$ cat config.mk
export PLATFORM = sky130hd
export DESIGN_NAME = bpsd_out
export DESIGN_NICKNAME = d
export VERILOG_FILES = /design/src/hw/rtl/bpsd_pkg.sv /design/src/hw/rtl/bpsd_out.sv
export SDC_FILE = /design/constraint.sdc
export NUM_CORES = 1
export LEC_CHECK = 0
export ABC_AREA = 1
export BUFFER_PORTS_ARGS = -buffer_cell sky130_fd_sc_hd__buf_2
export CORE_AREA = 2 2 98 100
export DETAILED_ROUTE_END_ITERATION = 7
export DIE_AREA = 0 0 100 102
export GPL_TIMING_DRIVEN = 1
export PLACE_DENSITY = 0.72
export SYNTH_ARGS = -nofsm -noshare
export SYNTH_HDL_FRONTEND = slang
export SYNTH_SLANG_ARGS = --single-unit
$ cat constraint.sdc
create_clock -name clk -period 4.22 [get_ports clk]
set_clock_uncertainty 0.15 [all_clocks]
set_input_delay 0.422 -clock clk [delete_from_list [all_inputs] [get_ports clk]]
set_output_delay 0.422 -clock clk [all_outputs]
set_load 0.05 [all_outputs]
$ cat src/hw/rtl/bpsd_pkg.sv
package bpsd_pkg;

	typedef enum logic [1:0] {
		FMT_BGR24  = 2'd0,
		FMT_BGRX32 = 2'd1,
		FMT_PAL8   = 2'd2,
		FMT_RSVD   = 2'd3
	} fmt_t;

	typedef enum logic [3:0] {
		PH_IDLE = 4'b0001,
		PH_PAL  = 4'b0010,
		PH_PIX  = 4'b0100,
		PH_DONE = 4'b1000
	} phase_t;

	localparam int unsigned ADDR_W = 5;

	localparam logic [ADDR_W-1:0] REG_FORMAT   = 5'd0;
	localparam logic [ADDR_W-1:0] REG_WIDTH    = 5'd4;
	localparam logic [ADDR_W-1:0] REG_HEIGHT   = 5'd8;
	localparam logic [ADDR_W-1:0] REG_ORIGIN_X = 5'd12;
	localparam logic [ADDR_W-1:0] REG_ORIGIN_Y = 5'd16;
	localparam logic [ADDR_W-1:0] REG_PAL_SIZE = 5'd20;

	typedef struct packed {
		fmt_t        fmt;
		logic [11:0] width;
		logic [11:0] height;
		logic [15:0] origin_x;
		logic [15:0] origin_y;
		logic [7:0]  pal_size;
	} cfg_t;

	typedef struct packed {
		logic        valid;
		logic [15:0] x;
		logic [15:0] y;
		logic [23:0] color;
		logic        use_pal;
		logic        pal_ok;
		logic        last;
	} emit_t;

	typedef struct packed {
		logic        we;
		logic [7:0]  addr;
		logic [23:0] data;
	} pal_wr_t;

endpackage

$ cat src/hw/rtl/bpsd_out.sv
module bpsd_out (
	input  logic            clk,
	input  logic            arst_n,
	input  bpsd_pkg::emit_t emit,
	input  logic            accept,
	input  logic [23:0]     pal_data,
	output logic            in_ready,
	output logic            m_tvalid,
	input  logic            m_tready,
	output logic [55:0]     m_tdata,
	output logic            m_tlast
);

	logic            s1_valid_q;
	bpsd_pkg::emit_t emit_s1;
	logic            s1_adv;
	logic [23:0]     color_s1;

	assign s1_adv   = s1_valid_q && (!m_tvalid || m_tready);
	assign in_ready = !s1_valid_q || s1_adv;

	always_comb begin
		if (!emit_s1.use_pal) begin
			color_s1 = emit_s1.color;
		end else if (emit_s1.pal_ok) begin
			color_s1 = pal_data;
		end else begin
			color_s1 = '0;
		end
	end

	always_ff @(posedge clk or negedge arst_n) begin
		if (!arst_n) begin
			s1_valid_q <= 1'b0;
			m_tvalid   <= 1'b0;
		end else begin
			if (accept && emit.valid) begin
				s1_valid_q <= 1'b1;
			end else if (s1_adv) begin
				s1_valid_q <= 1'b0;
			end
			if (s1_adv) begin
				m_tvalid <= 1'b1;
			end else if (m_tready) begin
				m_tvalid <= 1'b0;
			end
		end
	end

	always_ff @(posedge clk) begin
		if (accept && emit.valid) begin
			emit_s1 <= emit;
		end
		if (s1_adv) begin
			m_tdata <= {color_s1, emit_s1.y, emit_s1.x};
			m_tlast <= emit_s1.last;
		end
	end

endmodule

# Yosys cells after proc, flatten, opt, wreduce, memory -nomap -nowiden
# Index checks and enable logic that the tools add are counted.
# totals
regBits	118
wordCells	24
# op_classes
n_mux	6
reduce_logical	8
# ops
operator	count
24-bit two-way mux	2
1-bit two-way mux	4
2-bit nonzero test	2
1-bit logical AND	2
1-bit logical NOT	2
1-bit logical OR	2

# Depth between registers and ports, before layout
# Gate-level depths: netlist of the first run.
# logic_depth
word_depth	5
ltp_mapped	5
ltp_nobuf	3

# Least setup slack after synthesis of the first run
# OpenSTA, ideal clock, no wires.
# synth_timing
path_type	flip-flop to flip-flop
from	register m_tvalid
to	register m_tdata[0], enable pin
setup_ns	0.490
arrival_ns	3.459
required_ns	3.580
path_slack_ns	0.121
stages_incl_launch_ff	2
n_path_buf	0
period_less_slack_ns	4.099
path_cell_list	dfrtp_1 -> a21oi_1
# synth_between
elab_chain_cells	3
# synth_rtl
element	line_no	text
start, declared	bpsd_out.sv:8	output logic m_tvalid,
start signal, assigned	bpsd_out.sv:35	m_tvalid <= 1'b0;
start signal, assigned	bpsd_out.sv:43	m_tvalid <= 1'b1;
start signal, assigned	bpsd_out.sv:45	m_tvalid <= 1'b0;
1-bit logical NOT	bpsd_out.sv:19	assign s1_adv = s1_valid_q && (!m_tvalid || m_tready);
1-bit logical OR	bpsd_out.sv:19	
1-bit logical AND	bpsd_out.sv:19	
via s1_adv	bpsd_out.sv:16	logic s1_adv;
end signal, assigned	bpsd_out.sv:55	m_tdata <= {color_s1, emit_s1.y, emit_s1.x};
end, declared	bpsd_out.sv:10	output logic [55:0] m_tdata,
# The timed path passes the listed nets, and every way through them passes these cells.
# A chain may end at the register's enable or synchronous reset.

# Worst setup path after layout of the first run
# layout_timing
from	register m_tvalid
to	register m_tdata[55], enable pin
# Same word-level chain as after synthesis.

==> run_results.csv, run 1 <==
group,metric,value,unit
floorplan,top_level_ports,147,
global_routing,grt_pass1_wl,12.1,mm
global_routing,gr-total-overflow,0,
yosys,yosys_warnings,0,
finish,fillers,659,
detailed_routing,via_per_inst,4.42,
floorplan,core,0.00911,mm^2
global_routing,antenna_found_initial,0,
placement,dpl_worst_slack,1970,ps
critical_path,crit_arrival,2070,ps
timing,slew_violations,0,
clock_tree,tritoncts,"built",
clock_tree,cts_buffers,17,
critical_path,critPathKind,"register to register",
pwr,p_int,2330,uW
clock_tree,clock_sinks,118,
yosys,synth-seq-cells,118,
finish,diodes,0,
pwr,p_comb_share,10.3,%
pwr,p_leak,0.00246,uW
yosys,netlist_instances,207,
clock_tree,clockBufferDepth,2,
detailed_routing,drtPass1Iterations,4,
outcome,status,"completed",
finish,mostFrequentLayoutCell,"buf_2",
critical_path,critPathLaunchType,"register",
worst_hold_path,hold_depth,3,
worst_hold_path,hold_end,"m_tdata[53]",
clock_tree,clk_latency,500,ps
worst_hold_path,min_from,"pal_data[21]",
placement,dp.cells,458,
yosys,yosysUniqueCellTypes,10,
finish,num-nets-final,516,
pwr,sequentialPowerShare,45.9,%
critical_path,critPathMaxFanout,36,
finish,multiInputGateArea,362,um^2
finish,drive_above_1_share,43.5,%
detailed_routing,drt-wirelength-per-cell,14.3,um
placement,place_hpwl,4.81,mm
pwr,power.density,516,mW/mm^2
detailed_routing,dr_total_vias,2441,
timing,maxSlewHeadroom,18.8,%
floorplan,die-area,0.0102,mm^2
clock_tree,path_clk_slew,60,ps
finish,regArea,0.00353,mm^2
finish,fin_util,65.7,%
critical_path,reg2reg_from,"m_tvalid",
critical_path,cp.required,4210,ps
clock_tree,post_cts_buffers,0,
timing,period_share,49.3,%
yosys,syn_area_per_cell,19.3,um^2
critical_path,reg2reg_setup_slack,2140,ps
run,timing.max_cap.violations,0,
finish,layout_common_cells,"146 x buf_2, 116 x edfxtp_1, 62 x dlygate4sd3_1",
critical_path,endpoint_kind,"register",
worst_hold_path,hp-class,"primary input to register",
timing,hold_viol_final,0,
global_routing,grt_pass1_vias,2598,
pwr,p_sw_share,24.5,%
timing,fmax,0.480,GHz
timing,fin_crit,2080,ps
floorplan,start_util,43.8,%
global_routing,grt_max_degree,60,
yosys,syn_area,0.00399,mm^2
global_routing,track_usage,16.2,%
floorplan,die_y,102,um
pwr,peakVddDrop,0.351,mV
detailed_routing,drt_drc_violations_left,0,
clock_tree,cts_root_buf,"clkbuf_8",
critical_path,reg2reg_to,"m_tdata[55]",
timing,max_slew.worst_pin.slew,1220,ps
pwr,p_clk_share,43.8,%
finish,area_growth_syn_to_layout,49.9,%
placement,place.gp.congestion,0.731,
clock_tree,htree_levels,4,
timing,hold_ws,62.1,ps
timing,tns,0,ps
floorplan,num_rows,35,
yosys,ys_seq_area_share,88.5,%
finish,final_cells,552,
detailed_routing,postRouteWirelength,7.91,mm
timing,setup_viol,0,
detailed_routing,drt_iter0_drc,81,
pwr,p_sw,755,uW
detailed_routing,drtAntennaViolNets,0,
timing,fin_ws,2140,ps
yosys,synth_nets,295,
critical_path,reg2regPathDepth,2,
placement,io_buffers,146,
timing,rsz0062_at_grt,"no",
floorplan,die_x,100,um
==> worst max path at each step <==
stage	to	startpoint	slack (ps)	cells past startpoint
2_1_floorplan	m_tdata[0]	m_tvalid	120	1
3_3_place_gp	m_tdata[47]	m_tready	2040	4
3_5_place_dp	m_tdata[51]	m_tready	1970	4
4_1_cts	m_tdata[55]	m_tvalid	2100	2
5_1_grt	m_tdata[32]	m_tvalid	2000	2
6_report	m_tdata[55]	m_tvalid	2140	2
==> metal layers <==
| metal | global-route usage [%] | share of wire, % | vias to the layer above |
|---|---|---|---|
| li1 | - | - | 1208 |
| met1 | 17.3 | 38 | 1130 |
| met2 | 28.6 | 53 | 93 |
| met3 | 6.36 | 8.3 | 10 |
| met4 | 7.06 | 1.0 | 0 |
| met5 | 0 | 0 | - |
==> what timing repair did <==
action	in CTS	in global routing
gates resized for setup	0	0
endpoints found under the hold margin	62	0
hold buffers	62	0
==> per-stage QoR <==
stage / total power, uW / area (um^2)
6_report: 3090 / 5990
5_1_grt: 3190 / 5990
4_1_cts: 3110 / 5990
3_5_place_dp: 1710 / 4790
3_3_place_gp: 1710 / 4790
2_1_floorplan: 1630 / 3990
==> power by group through the flow <==
| stage | Sequential (uW) | Clock, uW | Combinational [uW] |
|---|---|---|---|
| 6_report | 1420 | 1350 | 317 |
| 5_1_grt | 1420 | 1420 | 338 |
| 4_1_cts | 1420 | 1370 | 318 |
| 3_5_place_dp | 1440 | 0 | 273 |
| 3_3_place_gp | 1440 | 0 | 269 |
| 2_1_floorplan | 1570 | 0 | 64.6 |
==> Yosys cell counts <==
cell type	instances	share of area [%]
inv_8	1	0.28
a21oi_1	1	0.13
nand2_2	10	1.6
buf_6	6	1.7
inv_1	3	0.28
edfxtp_1	116	87
buf_12	1	0.50
dfrtp_1	2	1.3
nand2_1	42	3.9
nand3_1	25	3.1
==> cell families (layout without fill, tap and decap cells) <==
family / count (synthesis) / count (layout) / share of synthesized area, %
flip-flops: 118 / 118 / 88.5
AND/OR/NAND/NOR: 77 / 77 / 8.65
buffers and inverters: 11 / 245 / 2.76
AO/OA/AOI/OAI: 1 / 1 / 0.125
==> final cells by class <==
cell class	instances	share of cell area, %
sequential	118	59.0
clock buffer	17	6.92
timing repair buffer	209	22.7
multi-input combinational	78	6.04
inverter	4	0.376
clock inverter	15	2.61
tap	111	2.32
==> state kept, by name, indices dropped and copies added, names as in the netlist <==
signal and count:
m_tvalid 1, m_tlast 1, s1_valid_q 1, emit_s1 59, m_tdata 56
==> worst max-delay path, cell delays in order (launching register included) <==
cell and delay (ps):
dfrtp_1 430, a21oi_4 590, buf_4 520
No activity file was read; power rests on OpenSTA's default activity.
==> run 2, diff against run 1 <==
--- a/config.mk
+++ b/config.mk
@@ -5,13 +5,13 @@
 export SDC_FILE = /design/constraint.sdc
 export NUM_CORES = 1
 export LEC_CHECK = 0
-export ABC_AREA = 1
+export ABC_AREA = 0
 export BUFFER_PORTS_ARGS = -buffer_cell sky130_fd_sc_hd__buf_2
 export CORE_AREA = 2 2 98 100
 export DETAILED_ROUTE_END_ITERATION = 7
 export DIE_AREA = 0 0 100 102
 export GPL_TIMING_DRIVEN = 1
-export PLACE_DENSITY = 0.72
+export PLACE_DENSITY = 0.73
 export SYNTH_ARGS = -nofsm -noshare
 export SYNTH_HDL_FRONTEND = slang
 export SYNTH_SLANG_ARGS = --single-unit
==> constraint.sdc (replaced) <==
create_clock -name clk -period 1.8 [get_ports clk]
set_clock_uncertainty 0.15 [all_clocks]
set_input_delay 0.18 -clock clk [delete_from_list [all_inputs] [get_ports clk]]
set_output_delay 0.18 -clock clk [all_outputs]
set_load 0.05 [all_outputs]
==> run_results.csv, run 2 <==
group,metric,value,unit
outcome,status,"completed",
clock_tree,clock_sinks,118,
floorplan,core,0.00911,mm^2
detailed_routing,dr_total_vias,2433,
critical_path,cp_top_family,"flip-flops",
global_routing,grt_pass1_wl,12.6,mm
yosys,async_flop_share,1.69,%
finish,num-nets-final,496,
placement,dp.cells,412,
global_routing,met3_usage,5.34,%
clock_tree,tritoncts,"built",
yosys,yosys_warnings,0,
placement,place_hpwl,4.66,mm
critical_path,critPathKind,"register to primary output",
placement,dpl_worst_slack,298,ps
run,timing.max_cap.violations,0,
global_routing,antenna_found_initial,0,
yosys,synth_ff_type,"edfxtp_1",
timing,hold_viol_final,0,
critical_path,critPathLaunchType,"register",
critical_path,crit_chain,"nand3b_1, buf_2",
clock_tree,htree_levels,4,
timing,tns,0,ps
finish,layout_common_cells,"146 x buf_2, 116 x edfxtp_1, 88 x dlygate4sd3_1",
clock_tree,clockBufferDepth,2,
clock_tree,clk_latency,490,ps
worst_hold_path,hp-class,"primary input to register",
global_routing,track_usage,17.2,%
yosys,synth_edf_count,116,
timing,slew_violations,0,
floorplan,die_x,100,um
detailed_routing,drt_iter0_drc,105,
critical_path,critPathBufInv,1,
detailed_routing,drtAntennaViolNets,0,
placement,io_buffers,146,
clock_tree,cts_root_buf,"clkbuf_8",
yosys,netlist_instances,158,
yosys,post-synth-top-area-cell,"edfxtp_1",
yosys,syn_area,0.00385,mm^2
critical_path,cpPeakStageDelay,390,ps
clock_tree,path_clk_slew,60,ps
timing,period_share,88.0,%
yosys,yosysUniqueCellTypes,15,
yosys,synth-seq-cells,118,
pwr,finalPower,7200,uW
detailed_routing,via_per_inst,4.57,
yosys,yosysMostFrequentCell,"edfxtp_1",
global_routing,gr-total-overflow,0,
finish,drive_above_1_share,43.5,%
global_routing,grt_util_met2,31.5,%
yosys,synth_top_area_share,90.4,%
detailed_routing,postRouteWirelength,8.50,mm
finish,diodes,0,
timing,fin_crit,1580,ps
finish,fin_util,67.6,%
critical_path,crit_arrival,1250,ps
finish,largest-register,"emit_s1",
floorplan,num_rows,35,
clock_tree,cts_buffers,17,
yosys,synth.top_cells.by_area,"edfxtp_1 90%, a22o_1 4.5%, dfrtp_1 1.3%, a22o_2 0.78%, buf_8 0.78%",
yosys,synth_common_cells,"116 x edfxtp_1, 20 x a22o_1, 3 x a22o_2, 3 x inv_1",
critical_path,endpoint_kind,"primary output",
timing,rsz0062_at_grt,"no",
floorplan,die-area,0.0102,mm^2
pwr,peakVddDrop,0.776,mV
yosys,syn_area_per_cell,24.4,um^2
global_routing,grt_pass1_vias,2622,
clock_tree,post_cts_buffers,0,
detailed_routing,drt_drc_violations_left,0,
finish,final_cells,532,
critical_path,critPathMaxFanout,3,
global_routing,grt_max_degree,60,
global_routing,grt-busiest-layer,"met2",
critical_path,cp.required,1470,ps
floorplan,top_level_ports,147,
placement,place.gp.congestion,0.694,
finish,largest_reg_flops,59,
yosys,ys_seq_area_share,91.7,%
timing,fin_ws,216,ps
finish,reg.largest.list,"emit_s1 x59, m_tdata x56",
detailed_routing,drt-wirelength-per-cell,16.0,um
floorplan,die_y,102,um
timing,max_slew.worst_pin.slew,711,ps
yosys,synth_nets,246,
timing,setup_viol,0,
detailed_routing,drtPass1Iterations,4,
global_routing,use_met1,17.6,%
floorplan,start_util,42.3,%
finish,area_growth_syn_to_layout,59.7,%
critical_path,slowest_stage,"dfrtp_1",
timing,fmax,0.631,GHz
timing,maxSlewHeadroom,52.5,%
finish,mostFrequentLayoutCell,"buf_2",
pwr,p_leak,0.00247,uW
pwr,power.density,1170,mW/mm^2
run 2: through the flow:
| stage | hold WS, ps | instance area (um^2) |
|---|---|---|
| detailed placement | -181 | 4720 |
| finish | 239 | 6150 |
| floorplan | -266 | 3860 |
| global route | 206 | 6150 |
| global placement | -185 | 4720 |
| CTS | 216 | 6150 |
run 2: kinds of logic (layout without fill, tap and decap cells):
kind of cell,after synthesis,count (layout),share of synthesized area [%]
compound gates,24,24,5.45
buf+inv,8,271,1.62
flops,118,118,91.7
simple gates,8,8,1.23
run 2: worst paths after layout:
check | start | to | slack [ps] | cells after the start
max in group asynchronous | arst_n | m_tvalid | 970 | 3
min in group asynchronous | arst_n | s1_valid_q | 410 | 3
setup reg to reg | emit_s1[2] | m_tdata[48] | 260 | 2
hold reg to reg | emit_s1[33] | m_tdata[22] | 260 | 0
setup / recovery | s1_valid_q | in_ready | 220 | 2
hold / removal | emit[36] | emit_s1[36] | 240 | 2
run 2: worst register-to-register path, cell delays in order (launching register included):
cell and delay [ps]:
edfxtp_1 430, inv_1 550, a22o_1 270
run 2: where the power goes:
part           switching [uW]  leakage, uW  internal [uW]
Sequential               53.7      0.00112           3250
Combinational             495      0.00108            302
Clock                    1130     0.000269           1970
run 2: cell type report:
cell class              instances  area [um^2]
flip-flops and latches        118         3530
fillers                       627         2950
repair buffers                236         1650
clock buffers                  20          425
multi-input cells              32          260
well taps                     111          139
clock inverters                12          130
inverters                       3         15.0
run 2: timing repair:
item                      in CTS  in global routing
gates resized for setup        0                  0
hold endpoints to repair      87                  0
hold buffers                  88                  0
run 2: routing by layer:
layer | vias up | part of all wire (%)
li1 | 1144 | -
met1 | 1173 | 38
met2 | 102 | 55
met3 | 14 | 5.2
met4 | 0 | 2.2
met5 | - | 0
==> run 3, diff against run 2 <==
--- a/config.mk
+++ b/config.mk
@@ -12,6 +12,7 @@
 export DIE_AREA = 0 0 100 102
 export GPL_TIMING_DRIVEN = 1
 export PLACE_DENSITY = 0.73
+export REMOVE_ABC_BUFFERS = 1
 export SYNTH_ARGS = -nofsm -noshare
 export SYNTH_HDL_FRONTEND = slang
 export SYNTH_SLANG_ARGS = --single-unit
==> run_results.csv, run 3 (synthesis gave the netlist of run 2 again) <==
group,metric,value,unit
timing,period_share,88.4,%
critical_path,endpoint_kind,"primary output",
placement,place.gp.congestion,0.677,
outcome,status,"completed",
critical_path,critPathMaxFanout,3,
finish,finalInstanceArea,0.00624,mm^2
clock_tree,post_cts_buffers,0,
timing,fmax,0.629,GHz
finish,area_growth_syn_to_layout,61.8,%
detailed_routing,postRouteWirelength,8.61,mm
clock_tree,tritoncts,"built",
critical_path,reg2regPathDepth,2,
clock_tree,cts_buffers,17,
clock_tree,cts_root_buf,"clkbuf_8",
critical_path,critPathLaunchType,"register",
timing,setup_viol,0,
pwr,p_leak,0.00252,uW
detailed_routing,drtPass1Iterations,5,
detailed_routing,dr_total_vias,2438,
global_routing,grt_max_degree,35,
critical_path,reg2reg_from,"emit_s1[2]",
finish,largest_reg_flops,59,
detailed_routing,via_per_inst,4.57,
floorplan,die_x,100,um
placement,dp.cells,414,
floorplan,start_util,42.3,%
finish,layout_common_cells,"146 x buf_2, 116 x edfxtp_1, 88 x dlygate4sd3_1",
finish,drive_above_1_share,44.0,%
critical_path,reg2reg_setup_slack,250,ps
pwr,peakVddDrop,0.737,mV
placement,io_buffers,146,
clock_tree,ctsResizeCount,0,
pwr,power.density,1220,mW/mm^2
global_routing,track_usage,17.5,%
finish,fillers,612,
critical_path,critPathKind,"register to primary output",
clock_tree,clk_latency,500,ps
floorplan,top_level_ports,147,
floorplan,core,0.00911,mm^2
clock_tree,htree_levels,4,
timing,hold_viol_final,0,
timing,slew_violations,0,
global_routing,antenna_found_initial,0,
finish,reg.largest.list,"emit_s1 x59, m_tdata x56",
critical_path,reg2reg_to,"m_tdata[54]",
critical_path,cp.required,1470,ps
global_routing,grt_pass1_wl,12.7,mm
worst_hold_path,hp-class,"primary input to register",
clock_tree,path_clk_slew,60,ps
finish,diodes,0,
floorplan,num_rows,35,
critical_path,crit_start,"m_tvalid",
placement,place_hpwl,4.77,mm
worst_hold_path,min_from,"accept",
global_routing,grt_pass1_vias,2615,
clock_tree,clock_sinks,118,
finish,mostFrequentLayoutCell,"buf_2",
critical_path,endpoint,"in_ready",
critical_path,crit_arrival,1260,ps
clock_tree,cts_hold_buf,88,
detailed_routing,drt_iter0_drc,75,
run,timing.max_cap.violations,0,
global_routing,gr-total-overflow,0,
detailed_routing,drt-wirelength-per-cell,16.1,um
detailed_routing,drtAntennaViolNets,0,
floorplan,die_y,102,um
detailed_routing,drt_drc_violations_left,0,
timing,maxSlewHeadroom,51.4,%
clock_tree,clockBufferDepth,2,
finish,final_cells,534,
timing,rsz0062_at_grt,"no",
finish,largest-register,"emit_s1",
finish,num-nets-final,498,
placement,post_dp_cell_area,0.00473,mm^2
floorplan,die-area,0.0102,mm^2
timing,fin_crit,1590,ps
timing,max_slew.worst_pin.slew,728,ps
==> run 3: changes by cell type in the layout (fill, tap and decap cells not counted), sizes merged <==
cell      before  now
bufinv         2    5
clkinv         7    8
buf          148  150
clkinvlp       3    0
clkbuf        20   19
==> run 3: routing by layer <==
layer  up-vias  global-route usage, %  wire [um]
met1      1161                   17.2       3170
met4         0                   8.32        177
met3        16                   6.29        442
met5         -                      0          0
li1       1155                      -          -
met2       106                   32.6       4830
==> run 3: area by class of cell <==
class,count,area (um^2),share of cell area [%]
flip-flops and latches,118,3530,56.7
repair buffers,238,1670,26.7
clock buffers,19,422,6.76
multi-input cells,32,259,4.15
clock inverters,13,205,3.29
well taps,111,139,2.23
inverters,3,11.3,0.181
==> run 3: critical path, stage by stage (launching register included) <==
cell      delay [ps]
dfrtp_1          380
nand3b_1         110
buf_2            270
==> run 3: where the power goes <==
group	internal, uW	leakage, uW	switching [uW]
clock network	2380	0.000310	1130
registers	3250	0.00112	48.4
logic	306	0.00110	504
total	5930	0.00252	1680
==> run 3: per-stage QoR <==
step | power [uW] | TNS [ps] | worst slack (ps) | hold WS [ps] | utilization (%)
after global routing | 7890 | 0 | 115 | 194 | 68.5
after CTS | 7680 | 0 | 182 | 157 | 68.5
after detailed placement | 4000 | 0 | 272 | -182 | 51.9
after floorplan | 3770 | -58220 | -865 | -266 | -
final | 7620 | 0 | 210 | 181 | 68.5
after global placement | 3980 | 0 | 326 | -184 | 51.9
==> run 3: how the worst min path moves through the flow <==
stage | end | slack (ps) | cells after the start
global placement | m_tvalid | -180 | 1
floorplan | m_tvalid | -270 | 0
global route | emit_s1[55] | 190 | 4
CTS | emit_s1[45] | 160 | 4
detailed placement | s1_valid_q | -180 | 1
finish | emit_s1[55] | 180 | 4
