$ cat src/hw/rtl/bpsd_pkg.sv
package bpsd_pkg;

	typedef enum logic [1:0] {
		FMT_BGR24  = 2'd0,
		FMT_BGRX32 = 2'd1,
		FMT_PAL8   = 2'd2,
		FMT_RSVD   = 2'd3
	} fmt_t;

	typedef enum logic [3:0] {
		PH_IDLE = 4'b0001,
		PH_PAL  = 4'b0010,
		PH_PIX  = 4'b0100,
		PH_DONE = 4'b1000
	} phase_t;

	localparam int unsigned ADDR_W = 5;

	localparam logic [ADDR_W-1:0] REG_FORMAT   = 5'd0;
	localparam logic [ADDR_W-1:0] REG_WIDTH    = 5'd4;
	localparam logic [ADDR_W-1:0] REG_HEIGHT   = 5'd8;
	localparam logic [ADDR_W-1:0] REG_ORIGIN_X = 5'd12;
	localparam logic [ADDR_W-1:0] REG_ORIGIN_Y = 5'd16;
	localparam logic [ADDR_W-1:0] REG_PAL_SIZE = 5'd20;

	typedef struct packed {
		fmt_t        fmt;
		logic [11:0] width;
		logic [11:0] height;
		logic [15:0] origin_x;
		logic [15:0] origin_y;
		logic [7:0]  pal_size;
	} cfg_t;

	typedef struct packed {
		logic        valid;
		logic [15:0] x;
		logic [15:0] y;
		logic [23:0] color;
		logic        use_pal;
		logic        pal_ok;
		logic        last;
	} emit_t;

	typedef struct packed {
		logic        we;
		logic [7:0]  addr;
		logic [23:0] data;
	} pal_wr_t;

endpackage

$ cat src/hw/rtl/bpsd_parse.sv
module bpsd_parse #(
	parameter int unsigned PALETTE_DEPTH      = 256,
	parameter int unsigned MAX_DIMENSION_BITS = 12
) (
	input  logic              clk,
	input  logic              arst_n,
	input  bpsd_pkg::cfg_t    cfg,
	input  logic              accept,
	input  logic [7:0]        data_byte,
	input  logic              frame_start,
	output bpsd_pkg::emit_t   emit,
	output bpsd_pkg::pal_wr_t pal_wr
);

	localparam int unsigned DW = MAX_DIMENSION_BITS;

	bpsd_pkg::phase_t phase_q, phase_n;
	logic [9:0]    pal_cnt_q, pal_cnt_n;
	logic [1:0]    bip_q, bip_n;
	logic [15:0]   pc_q, pc_n;
	logic [DW-1:0] col_q, col_n;
	logic [DW-1:0] row_q, row_n;
	logic [1:0]    pad_q, pad_n;

	logic [DW-1:0] w_m, h_m, w1, h1, col_inc, row_inc;
	logic [8:0]    entries;
	logic [10:0]   pal_lim;
	logic [1:0]    row_pad;
	logic          fin_pixel, fin_row;

	assign w_m     = DW'(cfg.width);
	assign h_m     = DW'(cfg.height);
	assign w1      = w_m - DW'(1);
	assign h1      = h_m - DW'(1);
	assign entries = (cfg.pal_size == 8'd0) ? 9'd256 : {1'b0, cfg.pal_size};
	assign pal_lim = {entries, 2'b00} - 11'd1;

	always_comb begin
		unique case (cfg.fmt)
			bpsd_pkg::FMT_PAL8:   row_pad = 2'd0 - cfg.width[1:0];
			bpsd_pkg::FMT_BGRX32: row_pad = 2'd0;
			default:              row_pad = cfg.width[1:0];
		endcase
	end

	always_comb begin
		phase_n   = phase_q;
		pal_cnt_n = pal_cnt_q;
		bip_n     = bip_q;
		pc_n      = pc_q;
		col_n     = col_q;
		row_n     = row_q;
		pad_n     = pad_q;
		fin_pixel = 1'b0;
		fin_row   = 1'b0;
		col_inc   = '0;
		row_inc   = '0;
		emit      = '0;
		pal_wr    = '0;

		if (frame_start) begin
			pal_cnt_n = '0;
			bip_n     = '0;
			pc_n      = '0;
			col_n     = '0;
			row_n     = '0;
			pad_n     = '0;
			if (cfg.fmt == bpsd_pkg::FMT_PAL8) begin
				phase_n = bpsd_pkg::PH_PAL;
			end else if (cfg.fmt == bpsd_pkg::FMT_RSVD) begin
				phase_n = bpsd_pkg::PH_IDLE;
			end else begin
				phase_n = bpsd_pkg::PH_PIX;
			end
		end

		emit.x    = cfg.origin_x + 16'(col_n);
		emit.y    = cfg.origin_y + 16'(DW'(h1 - row_n));
		emit.last = (col_n == w1) && (row_n == h1);

		if (phase_n == bpsd_pkg::PH_PAL) begin
			case (pal_cnt_n[1:0])
				2'd0: pc_n = {8'd0, data_byte};
				2'd1: pc_n = {data_byte, pc_n[7:0]};
				2'd2: begin
					pal_wr.we   = ({1'b0, pal_cnt_n[9:2]} < 9'(PALETTE_DEPTH));
					pal_wr.addr = pal_cnt_n[9:2];
					pal_wr.data = {data_byte, pc_n};
				end
				default: ;
			endcase
			if ({1'b0, pal_cnt_n} >= pal_lim) begin
				phase_n = bpsd_pkg::PH_PIX;
			end else begin
				pal_cnt_n = pal_cnt_n + 10'd1;
			end
		end else if (phase_n == bpsd_pkg::PH_PIX) begin
			if (pad_n != 2'd0) begin
				pad_n = pad_n - 2'd1;
				fin_row = (pad_n == 2'd0);
			end else if (bip_n == 2'd3) begin
				bip_n = 2'd0;
				fin_pixel = 1'b1;
			end else if (cfg.fmt == bpsd_pkg::FMT_PAL8) begin
				emit.valid   = 1'b1;
				emit.use_pal = 1'b1;
				emit.pal_ok  = ({1'b0, data_byte} < entries) &&
					({1'b0, data_byte} < 9'(PALETTE_DEPTH));
				fin_pixel = 1'b1;
			end else if (cfg.fmt != bpsd_pkg::FMT_RSVD) begin
				if (bip_n == 2'd0) begin
					pc_n  = {8'd0, data_byte};
					bip_n = 2'd1;
				end else if (bip_n == 2'd1) begin
					pc_n  = {data_byte, pc_n[7:0]};
					bip_n = 2'd2;
				end else begin
					emit.valid = 1'b1;
					emit.color = {data_byte, pc_n};
					if (cfg.fmt == bpsd_pkg::FMT_BGRX32) begin
						bip_n = 2'd3;
					end else begin
						bip_n = 2'd0;
						fin_pixel = 1'b1;
					end
				end
			end
		end

		if (fin_pixel) begin
			col_inc = col_n + DW'(1);
			if (col_inc == w_m) begin
				col_n = '0;
				if (row_pad != 2'd0) begin
					pad_n = row_pad;
				end else begin
					fin_row = 1'b1;
				end
			end else begin
				col_n = col_inc;
			end
		end

		if (fin_row) begin
			row_inc = row_n + DW'(1);
			row_n   = row_inc;
			if (row_inc == h_m) begin
				phase_n = bpsd_pkg::PH_DONE;
			end
		end

		if (!accept) begin
			emit.valid = 1'b0;
			pal_wr.we  = 1'b0;
		end
	end

	always_ff @(posedge clk or negedge arst_n) begin
		if (!arst_n) begin
			phase_q   <= bpsd_pkg::PH_IDLE;
			pal_cnt_q <= '0;
			bip_q     <= '0;
			pc_q      <= '0;
			col_q     <= '0;
			row_q     <= '0;
			pad_q     <= '0;
		end else if (accept) begin
			phase_q   <= phase_n;
			pal_cnt_q <= pal_cnt_n;
			bip_q     <= bip_n;
			pc_q      <= pc_n;
			col_q     <= col_n;
			row_q     <= row_n;
			pad_q     <= pad_n;
		end
	end

endmodule

$ cat config.mk
export PLATFORM = sky130hd
export DESIGN_NAME = bpsd_parse
export DESIGN_NICKNAME = d
export VERILOG_FILES = /design/src/hw/rtl/bpsd_pkg.sv /design/src/hw/rtl/bpsd_parse.sv
export SDC_FILE = /design/constraint.sdc
export NUM_CORES = 1
export LEC_CHECK = 0
export BUFFER_PORTS_ARGS = -buffer_cell sky130_fd_sc_hd__buf_2
export CAP_MARGIN = 0
export CORE_MARGIN = 2
export CORE_UTILIZATION = 49
export CTS_CLUSTER_SIZE = 24
export DETAILED_ROUTE_END_ITERATION = 7
export PLACE_DENSITY = 0.74
export SLEW_MARGIN = 20
export SYNTH_ARGS = -nofsm -noshare
export SYNTH_HDL_FRONTEND = slang
export SYNTH_SLANG_ARGS = --single-unit
$ cat constraint.sdc
create_clock -name clk -period 6.1 [get_ports clk]
set_input_delay 0 -clock clk [delete_from_list [all_inputs] [get_ports clk]]
set_output_delay 0 -clock clk [all_outputs]
set_load 0.05 [all_outputs]
# ---- Yosys cells after proc, flatten, opt, wreduce, memory -nomap -nowiden
# Index checks and enable logic that the tools add are counted.
dict set report op_classes {
  addsub 11
  n_lt_le_gt_ge 2
  eq_ne 14
  n_mux 80
  reduce_logical 7
}
# operator count
set ops {}
lappend ops {{2-to-1 mux 16 bit} 9}
lappend ops {{2-to-1 mux 26 bit} 4}
lappend ops {{2-to-1 mux 24 bit} 4}
lappend ops {{2-to-1 mux 33 bit} 2}
lappend ops {{2-to-1 mux 12 bit} 5}
lappend ops {{== test 12 bit} 4}
lappend ops {{2-to-1 mux 2 bit} 18}
lappend ops {{adder 16 x 12 -> 16 bit} 2}
lappend ops {{case mux 16 bit (2 select lines)} 1}
lappend ops {{2-to-1 mux 10 bit} 3}
lappend ops {{2-to-1 mux 1 bit} 25}
lappend ops {{adder 12 x 1 -> 12 bit, second input constant} 2}
lappend ops {{subtractor 12 x 1 -> 12 bit, second input constant} 2}
lappend ops {{2-to-1 mux 4 bit} 5}
lappend ops {{subtractor 12 bit} 1}
lappend ops {{>= comparator 10 x 11 -> 1 bit} 1}
lappend ops {{subtractor 11 x 1 -> 11 bit, second input constant} 1}
lappend ops {{adder 10 x 1 -> 10 bit, second input constant} 1}
lappend ops {{< comparator 8 x 9 -> 1 bit} 1}
lappend ops {{2-to-1 mux 9 bit} 1}
lappend ops {{== test 2 bit, second input constant} 4}
lappend ops {{zero test 8 bit} 1}
lappend ops {{== test 2 x 1 -> 1 bit, second input constant} 3}
lappend ops {{zero test 2 bit} 3}
lappend ops {{other kinds (9)} 11}
dict set report word_totals {
  reg_bits 58
  in_bits 78
}

# ---- Logic depth before layout (Yosys ltp)
# Gate-level depths: netlist of run 1.
dict set report logic_depth {
  depth_word 12
  mapped_depth 24
  mapped_depth_nobuf 19
}

# ---- Worst setup path after synthesis of run 1
# No wires, ideal clock.
dict set report synth_timing {
  path_kind {input-to-output}
  startpoint {in frame_start}
  endpoint {out emit[41] in the netlist's numbering}
  t_arrival_ps 4996
  t_required_ps 6100
  setup_slack_ps 1104
  stages 23
  n_path_buf 7
  path_cell_list {buf_2 -> buf_2 -> clkbuf_1 -> clkbuf_1 -> buf_1 -> clkbuf_1 -> clkbuf_1 -> nor2_1 -> ha_1 -> fa_1 -> nor2b_1 -> o21ai_0 -> nand2b_1 -> a21o_1 -> a21oi_1 -> xnor2_1 -> ha_1 -> o21a_1 -> o22ai_1 -> nor2_1 -> o21ai_0 -> a2111oi_0 -> xor2_1}
}
# element line
set synth_rtl {}
lappend synth_rtl {{start, declared} bpsd_parse.sv:10} ;# input logic frame_start,
lappend synth_rtl {{end, declared} bpsd_parse.sv:11} ;# output bpsd_pkg::emit_t emit,

==> flow_summary.ini, run 1 <==
[cts]
clockRootBuffer = clkbuf_16
clock_latency_ps = 330
ctsLongestPathBuffers = 2
hold_buffers = 2
postCtsSetupBuffers = 0
clk_pin_slew_worst_paths_ps = 50
cts_resized = 0
cts_htree_levels = 3
numCtsBuffers = 9
tritoncts = yes
cts_sinks = 58

[grt]
grt.busiest_layer = met2
grt_max_degree = 65
grt_pass1_vias = 6911
grt-ovfl-total = 0
use_met2_pct = 40.1
grtUsageMet1_pct = 33.9
antenna_found_initial = 0
track_usage_pct = 24.7
grt_pass1_wl_um = 33200
grt_use_met3_pct = 3.46

[power_and_ir_drop]
switching_share_pct = 42.1
vdd_ir_drop_max_mv = 0.173
intPower_uw = 948
p_sw_uw = 689
seqPwrFrac_pct = 27.3
p_per_area_mw_per_mm2 = 190
clock_power_share_pct = 29.1
power_frac_comb_pct = 43.6
leakagePower_uw = 0.00409

[worst_setup_path]
crit_arrival_ps = 4100
critPathLaunch = col_q[2]$_DFFE_PN0P_
path_class = flip-flop to primary output
crit_fanout = 9
rr_startpoint = col_q[0]$_DFFE_PN0P_
endpoint_kind = primary output
cp.required_ps = 6100
cp-start-kind = flip-flop

[timing]
setup_ws_ps = 2000
maxSlewHeadroom_pct = 35.4
period_share_pct = 67.3
drv_slew = 0
clock.fmax_mhz = 244
whs_ps = 2.58
rsz0062_at_grt = no
fin_skew_ps = 9.44
hold_violations = 0
worstMarginPinSlew_ps = 944
final.setup.tns_ps = 0
fin_crit_ps = 4100
setup_violations = 0

[drt]
drc = 0
antenna_left = 0
dr.pass1.iters = 7
vias = 7533
post_drt_via_cell_ratio = 5.81
wl_um = 20200
drt_iter0_markers = 579
wl_per_cell_um = 15.6

[floorplanning]
die-area_mm2 = 0.0160
initial_core_util_pct = 50.5
core_area_mm2 = 0.0146
die_w_um = 127
rows = 44
ioPinCount = 171
die_y_um = 127

[layout]
num-fill-cells = 1350
area_growth_syn_to_layout_pct = 16.8
fin_nets = 1252
fin_area_mm2 = 0.00860
diodes = 0
final-instance-count-excl-fill = 1297
drive_gt1_share_pct = 18.1

[placed_design]
place_area_mm2 = 0.00830
pre_cts_ws_ps = 2140
routabilityCongestion = 0.918
dp_hpwl_um = 15500
dp_cells = 1279
port_buffers = 170

[synth]
ys.flop_type = dfrtp_1
synthCells = 964
synth_top_cell_by_area = dfrtp_1
async_flop_share_pct = 100
synth_edf_count = 0
syn_area_per_cell_um2 = 7.64
yosysSeqAreaShare_pct = 19.7
synth_seq_cells = 58
synth_cell_types = 75
syn_nets = 1108
synth_top_area_share_pct = 19.4
syn_area_mm2 = 0.00737
synth_area_leaders = dfrtp_1 (19%), ha_1 (11%), xnor2_1 (8.2%), nand2_1 (4.7%), xor2_1 (3.8%)
yosys_warnings = 0

[min_path]
hold_path.startpoint = data_byte[5]
hold_class = input pin to flip-flop

[job]
max-cap-violations = 0

[run_status]
outcome = completed
==> state kept, by name, summed over array words and instances (netlist names) <==
signal     cells
bip_q          2
col_q         12
pad_q          2
pal_cnt_q     10
pc_q          16
phase_q        4
row_q         12
==> final cells by class <==
cell class	count	area, µm²	share of cell area [%]
Clock buffer	12	256	2.98
Sequential cell	58	1450	16.9
Multi-Input combinational cell	804	5520	64.1
Inverter	59	221	2.57
Clock inverter	4	26.3	0.305
Timing Repair Buffer	176	901	10.5
Tap cell	184	230	2.68
==> layout by cell type, fill, tap and decap left out, types with 4 or more instances in the layout <==
cell type / count
nor3_1: 34
nor4_1: 14
a22o_1: 11
ha_1: 63
buf_2: 170
nand2_1: 93
a21o_1: 13
o21bai_1: 6
nand2b_1: 12
inv_1: 58
mux2i_1: 10
o22ai_1: 5
and3_1: 34
nor2b_1: 32
nor2_1: 68
xnor2_1: 69
clkbuf_16: 9
o211ai_1: 5
dfrtp_1: 57
a31oi_1: 7
o21a_1: 11
and4_1: 4
a211oi_1: 9
or3_1: 9
a22oi_1: 8
xor2_1: 32
and2_1: 27
buf_4: 4
o2bb2ai_1: 8
nand3_1: 36
a211o_1: 4
a222oi_1: 8
o21ai_0: 55
nor3b_1: 6
nand4_1: 11
a21oi_1: 42
==> metrics by stage <==
stage	total power [µW]	util, %
after floorplan	994	-
after global placement	1150	56.9
after detailed placement	1160	56.9
after CTS	1640	59.0
after global routing	1720	59.0
final	1640	59.0
==> Yosys cell counts, types with 3 or more instances <==
| library cell | count |
|---|---|
| a2111oi_0 | 3 |
| a211o_1 | 4 |
| a211oi_1 | 9 |
| a21boi_0 | 3 |
| a21o_1 | 13 |
| a21oi_1 | 42 |
| a222oi_1 | 8 |
| a22o_1 | 11 |
| a22oi_1 | 8 |
| a31oi_1 | 7 |
| and2_1 | 27 |
| and3_1 | 34 |
| and4_1 | 4 |
| buf_1 | 3 |
| buf_2 | 4 |
| clkbuf_1 | 34 |
| dfrtp_1 | 57 |
| fa_1 | 3 |
| ha_1 | 63 |
| inv_1 | 58 |
| mux2i_1 | 10 |
| nand2_1 | 93 |
| nand2b_1 | 12 |
| nand3_1 | 36 |
| nand3b_1 | 3 |
| nand4_1 | 11 |
| nor2_1 | 68 |
| nor2b_1 | 32 |
| nor3_1 | 34 |
| nor3b_1 | 6 |
| nor4_1 | 14 |
| o211ai_1 | 5 |
| o21a_1 | 11 |
| o21ai_0 | 55 |
| o21bai_1 | 6 |
| o22ai_1 | 5 |
| o2bb2ai_1 | 8 |
| o41ai_1 | 3 |
| or2_2 | 3 |
| or3_1 | 9 |
| xnor2_1 | 69 |
| xor2_1 | 32 |
| xor3_1 | 3 |
==> worst max-delay path: stages, from the launching register on <==
cell and delay (ps):
dfrtp_1 420, nor2b_1 600, ha_1 400, nor2b_1 140, o21ai_0 230, a21oi_1 140
a2111oi_0 620, o22ai_1 220, o41ai_1 480, nor2_1 100, xor2_1 150, buf_2 280
==> kinds of logic (layout without fill, tap and decap cells) <==
logic type	count (synthesis)	count (layout)	synth area share, %
buf+inv	102	251	5.38
flops	58	58	19.7
simple gates	399	399	28.1
mux	10	10	1.36
fa+ha+maj	66	66	11.5
compound gates	225	225	20.9
xor+xnor	104	104	13.0
==> path summary, 6_finish.rpt <==
path,endpoint,slack [ps],cells past startpoint
max,emit[57],2000,11
min,pc_q[5]$_DFFE_PN0P_,3,2
max reg2reg,phase_q[2]$_DFFE_PN0P_,2430,10
min reg2reg,phase_q[0]$_DFFE_PN1P_,500,2
max in group asynchronous,pal_cnt_q[9]$_DFFE_PN0P_,5240,3
min in group asynchronous,row_q[1]$_DFFE_PN0P_,360,3
==> power groups by stage <==
| stage | registers, µW | clock network [µW] | logic (µW) |
|---|---|---|---|
| global route | 452 | 493 | 778 |
| floorplan | 438 | 0 | 556 |
| CTS | 447 | 480 | 713 |
| detailed placement | 453 | 0 | 710 |
| finish | 448 | 476 | 714 |
| global placement | 452 | 0 | 702 |
==> metal layers <==
layer,vias up,wire [µm]
met3,31,1190
met2,270,9410
met4,0,461
met1,3478,9150
met5,-,0
li1,3754,-
Power figures use the tool's default switching activity.
==> run 2: changes to the inputs <==
--- a/config.mk
+++ b/config.mk
@@ -5,13 +5,14 @@
 export SDC_FILE = /design/constraint.sdc
 export NUM_CORES = 1
 export LEC_CHECK = 0
+export ABC_AREA = 1
 export BUFFER_PORTS_ARGS = -buffer_cell sky130_fd_sc_hd__buf_2
 export CAP_MARGIN = 0
 export CORE_MARGIN = 2
 export CORE_UTILIZATION = 49
 export CTS_CLUSTER_SIZE = 24
 export DETAILED_ROUTE_END_ITERATION = 7
-export PLACE_DENSITY = 0.74
+export PLACE_DENSITY = 0.76
 export SLEW_MARGIN = 20
 export SYNTH_ARGS = -nofsm -noshare
 export SYNTH_HDL_FRONTEND = slang
==> constraint.sdc (replaced) <==
create_clock -name clk -period 3.3 [get_ports clk]
set_input_delay 0 -clock clk [delete_from_list [all_inputs] [get_ports clk]]
set_output_delay 0 -clock clk [all_outputs]
set_load 0.05 [all_outputs]
==> flow_summary.ini, run 2 <==
[worst_setup_path]
crit_fanout = 4
critPathSlowestCell = dfrtp_1
cpLargestDelayFamily = adder cells
cp-start-kind = flip-flop
rr_startpoint = col_q[0]$_DFFE_PN0P_
path_cells = inv_2, nor2_4, ha_4, fa_2, nand3b_1, and2_4, buf_4, buf_4, o21ai_1, xor2_1, ha_1, nand2_1, o21ai_0, nand2_2, o2111ai_4, buf_6, xor2_2, buf_6
path_class = flip-flop to primary output
cpPeakStageDelay_ps = 380
worst-r2r-cell-count = 16
crit_buf_inv = 5
endpoint_kind = primary output
critPathLaunch = row_q[0]$_DFFE_PN0P_
cp.required_ps = 3300
crit_arrival_ps = 3530
cp.depth = 18

[power_and_ir_drop]
leakagePower_uw = 0.00502
vdd_ir_drop_max_mv = 0.323
p_per_area_mw_per_mm2 = 384

[synth]
yosys-top-cells-count = nand2_1 (265), inv_1 (170), nor2_1 (144), nand3_1 (125), o21ai_0 (80)
synth_top_area_share_pct = 18.6
synthCells = 1239
synth_top_cell_by_area = dfrtp_1
ys.flop_type = dfrtp_1
synth.most_common_cell = nand2_1
synth_cell_types = 42
yosys_warnings = 0
syn_area_mm2 = 0.00765
yosysSeqAreaShare_pct = 19.0
async_flop_share_pct = 100
synth_edf_count = 0
syn_area_per_cell_um2 = 6.18
syn_nets = 1383
synth_area_leaders = dfrtp_1 (19%), nand2_1 (13%), ha_1 (10%), inv_1 (8.3%), nand3_1 (8.2%)
synth_seq_cells = 58

[layout]
area_growth_syn_to_layout_pct = 26.9
final_common_cell = nand2_1
largest_reg_flops = 16
top_regs = pc_q: 16 flops, col_q: 12 flops, row_q: 12 flops
drive_gt1_share_pct = 21.9
final-instance-count-excl-fill = 1670
seqCellArea_mm2 = 0.00145
num-fill-cells = 1482
multi_input_area_mm2 = 0.00558
fin_nets = 1597
final_cell_mix = nand2_1 (260), inv_1 (168), buf_2 (159), nor2_1 (139), nand3_1 (123)
fin_area_mm2 = 0.00972
top_register = pc_q

[drt]
dr.pass1.iters = 6
drt_iter0_markers = 563
vias = 8798
drc = 0
post_drt_via_cell_ratio = 5.27
wl_um = 22500
antenna_left = 0
wl_per_cell_um = 13.5

[floorplanning]
initial_core_util_pct = 50.2
die_w_um = 129
ioPinCount = 171
core_area_mm2 = 0.0153
die_y_um = 129
die-area_mm2 = 0.0166
rows = 45

[grt]
track_usage_pct = 27.2
grt_pass1_wl_um = 37100
antenna_found_initial = 1
grt-ovfl-total = 0
grt_pass1_vias = 8154
grt_max_degree = 40

[timing]
worstMarginPinSlew_ps = 873
fin_crit_ps = 3530
drv_slew = 0
whs_ps = 49.0
setup_violations = 7
clock.fmax_mhz = 283
fin_skew_ps = 10.4
setup_ws_ps = -233
rsz0062_at_grt = yes
period_share_pct = 107
maxSlewHeadroom_pct = 41.8
hold_violations = 0

[placed_design]
dp_hpwl_um = 17600
routabilityCongestion = 0.920
dp_cells = 1646
port_buffers = 170
place_area_mm2 = 0.00916

[run_status]
violations = negative setup slack
outcome = finished with violations

[min_path]
hold_path_depth = 3
hold_path.startpoint = data_byte[5]
hold_class = input pin to flip-flop

[cts]
cts_htree_levels = 3
clock_latency_ps = 340
tritoncts = yes
clockRootBuffer = clkbuf_16
numCtsBuffers = 9
clk_pin_slew_worst_paths_ps = 60
ctsLongestPathBuffers = 2
cts_sinks = 58

[job]
max-cap-violations = 0
## run 2: cell count changes in the layout (fill, tap and decap cells not counted), moves of 33 or more
cell and delta:
nand2_1 +167, buf_4 +67, nand3_1 +87, and3_1 -33, nor2_1 +71, xnor2_1 -50, inv_1 +110
## run 2: power by group
part | switching (µW) | internal [µW] | total [µW]
Combinational | 1280 | 670 | 1950
Clock | 341 | 624 | 965
Sequential | 43.8 | 780 | 824
Total | 1660 | 2070 | 3730
## run 2: final cells by class
cell class / instances / share of cell area [%]
inverters: 177 / 6.84
well taps: 211 / 2.72
diodes: 1 / 0.0258
flip-flops and latches: 58 / 15.0
clock inverters: 4 / 0.515
multi-input cells: 966 / 57.5
repair buffers: 241 / 14.9
clock buffers: 12 / 2.64
## run 2: worst paths after layout
| check | end | slack, ps |
|---|---|---|
| max in group asynchronous | col_q[4]$_DFFE_PN0P_ | 2140 |
| max | emit[39] | -230 |
| min in group asynchronous | pal_cnt_q[2]$_DFFE_PN0P_ | 320 |
| min reg2reg | row_q[11]$_DFFE_PN0P_ | 480 |
| max reg2reg | phase_q[2]$_DFFE_PN0P_ | 520 |
| min | pc_q[5]$_DFFE_PN0P_ | 50 |
## run 2: what timing repair did
action,in CTS,in global routing
buffers inserted,3,3
endpoints found under the hold margin,35,0
gates cloned,0,0
pin swaps,23,19
setup endpoints to repair,8,12
hold buffers,1,0
resized for setup,35,26
## run 2: stage by stage
step                total power (µW)  worst slack, ps  util (%)  TNS [ps]
floorplan                       2130             15.4         -         0
global placement                2590            -71.5      60.0      -115
detailed placement              2620             -197      60.0      -527
CTS                             3660             -168      62.9      -907
global route                    3970             -439      63.7     -3010
finish                          3730             -233      63.7     -1200
## run 2: logic make-up after synthesis
family | Yosys count | synth area share (%)
xor+xnor | 84 | 9.71
fa+ha+maj | 66 | 11.1
simple gates | 619 | 35.0
flops | 58 | 19.0
buf+inv | 215 | 11.0
compound gates | 197 | 14.2
## run 2: routing by layer
metal  vias to the layer above  part of all wire, %  GRT usage [%]
met3                        49                  6.3           4.07
met1                      3943                   44           35.2
met4                         0                  2.4           9.53
li1                       4477                    -              -
met2                       329                   47           46.4
met5                         -                    0              0
## run 2: worst register-to-register path, stage by stage (launching register included)
cell and delay (ps):
dfrtp_1 420, nand2_1 90, inv_1 80, buf_4 110
ha_1 180, nand3_1 140, nor2_1 200, nand2_1 140
nor2_2 170, xor2_1 170, nand3_1 140, nor2_4 190
nand3_2 100, nand2_2 240, nand2_1 170, nand2_1 80
nand2_1 50
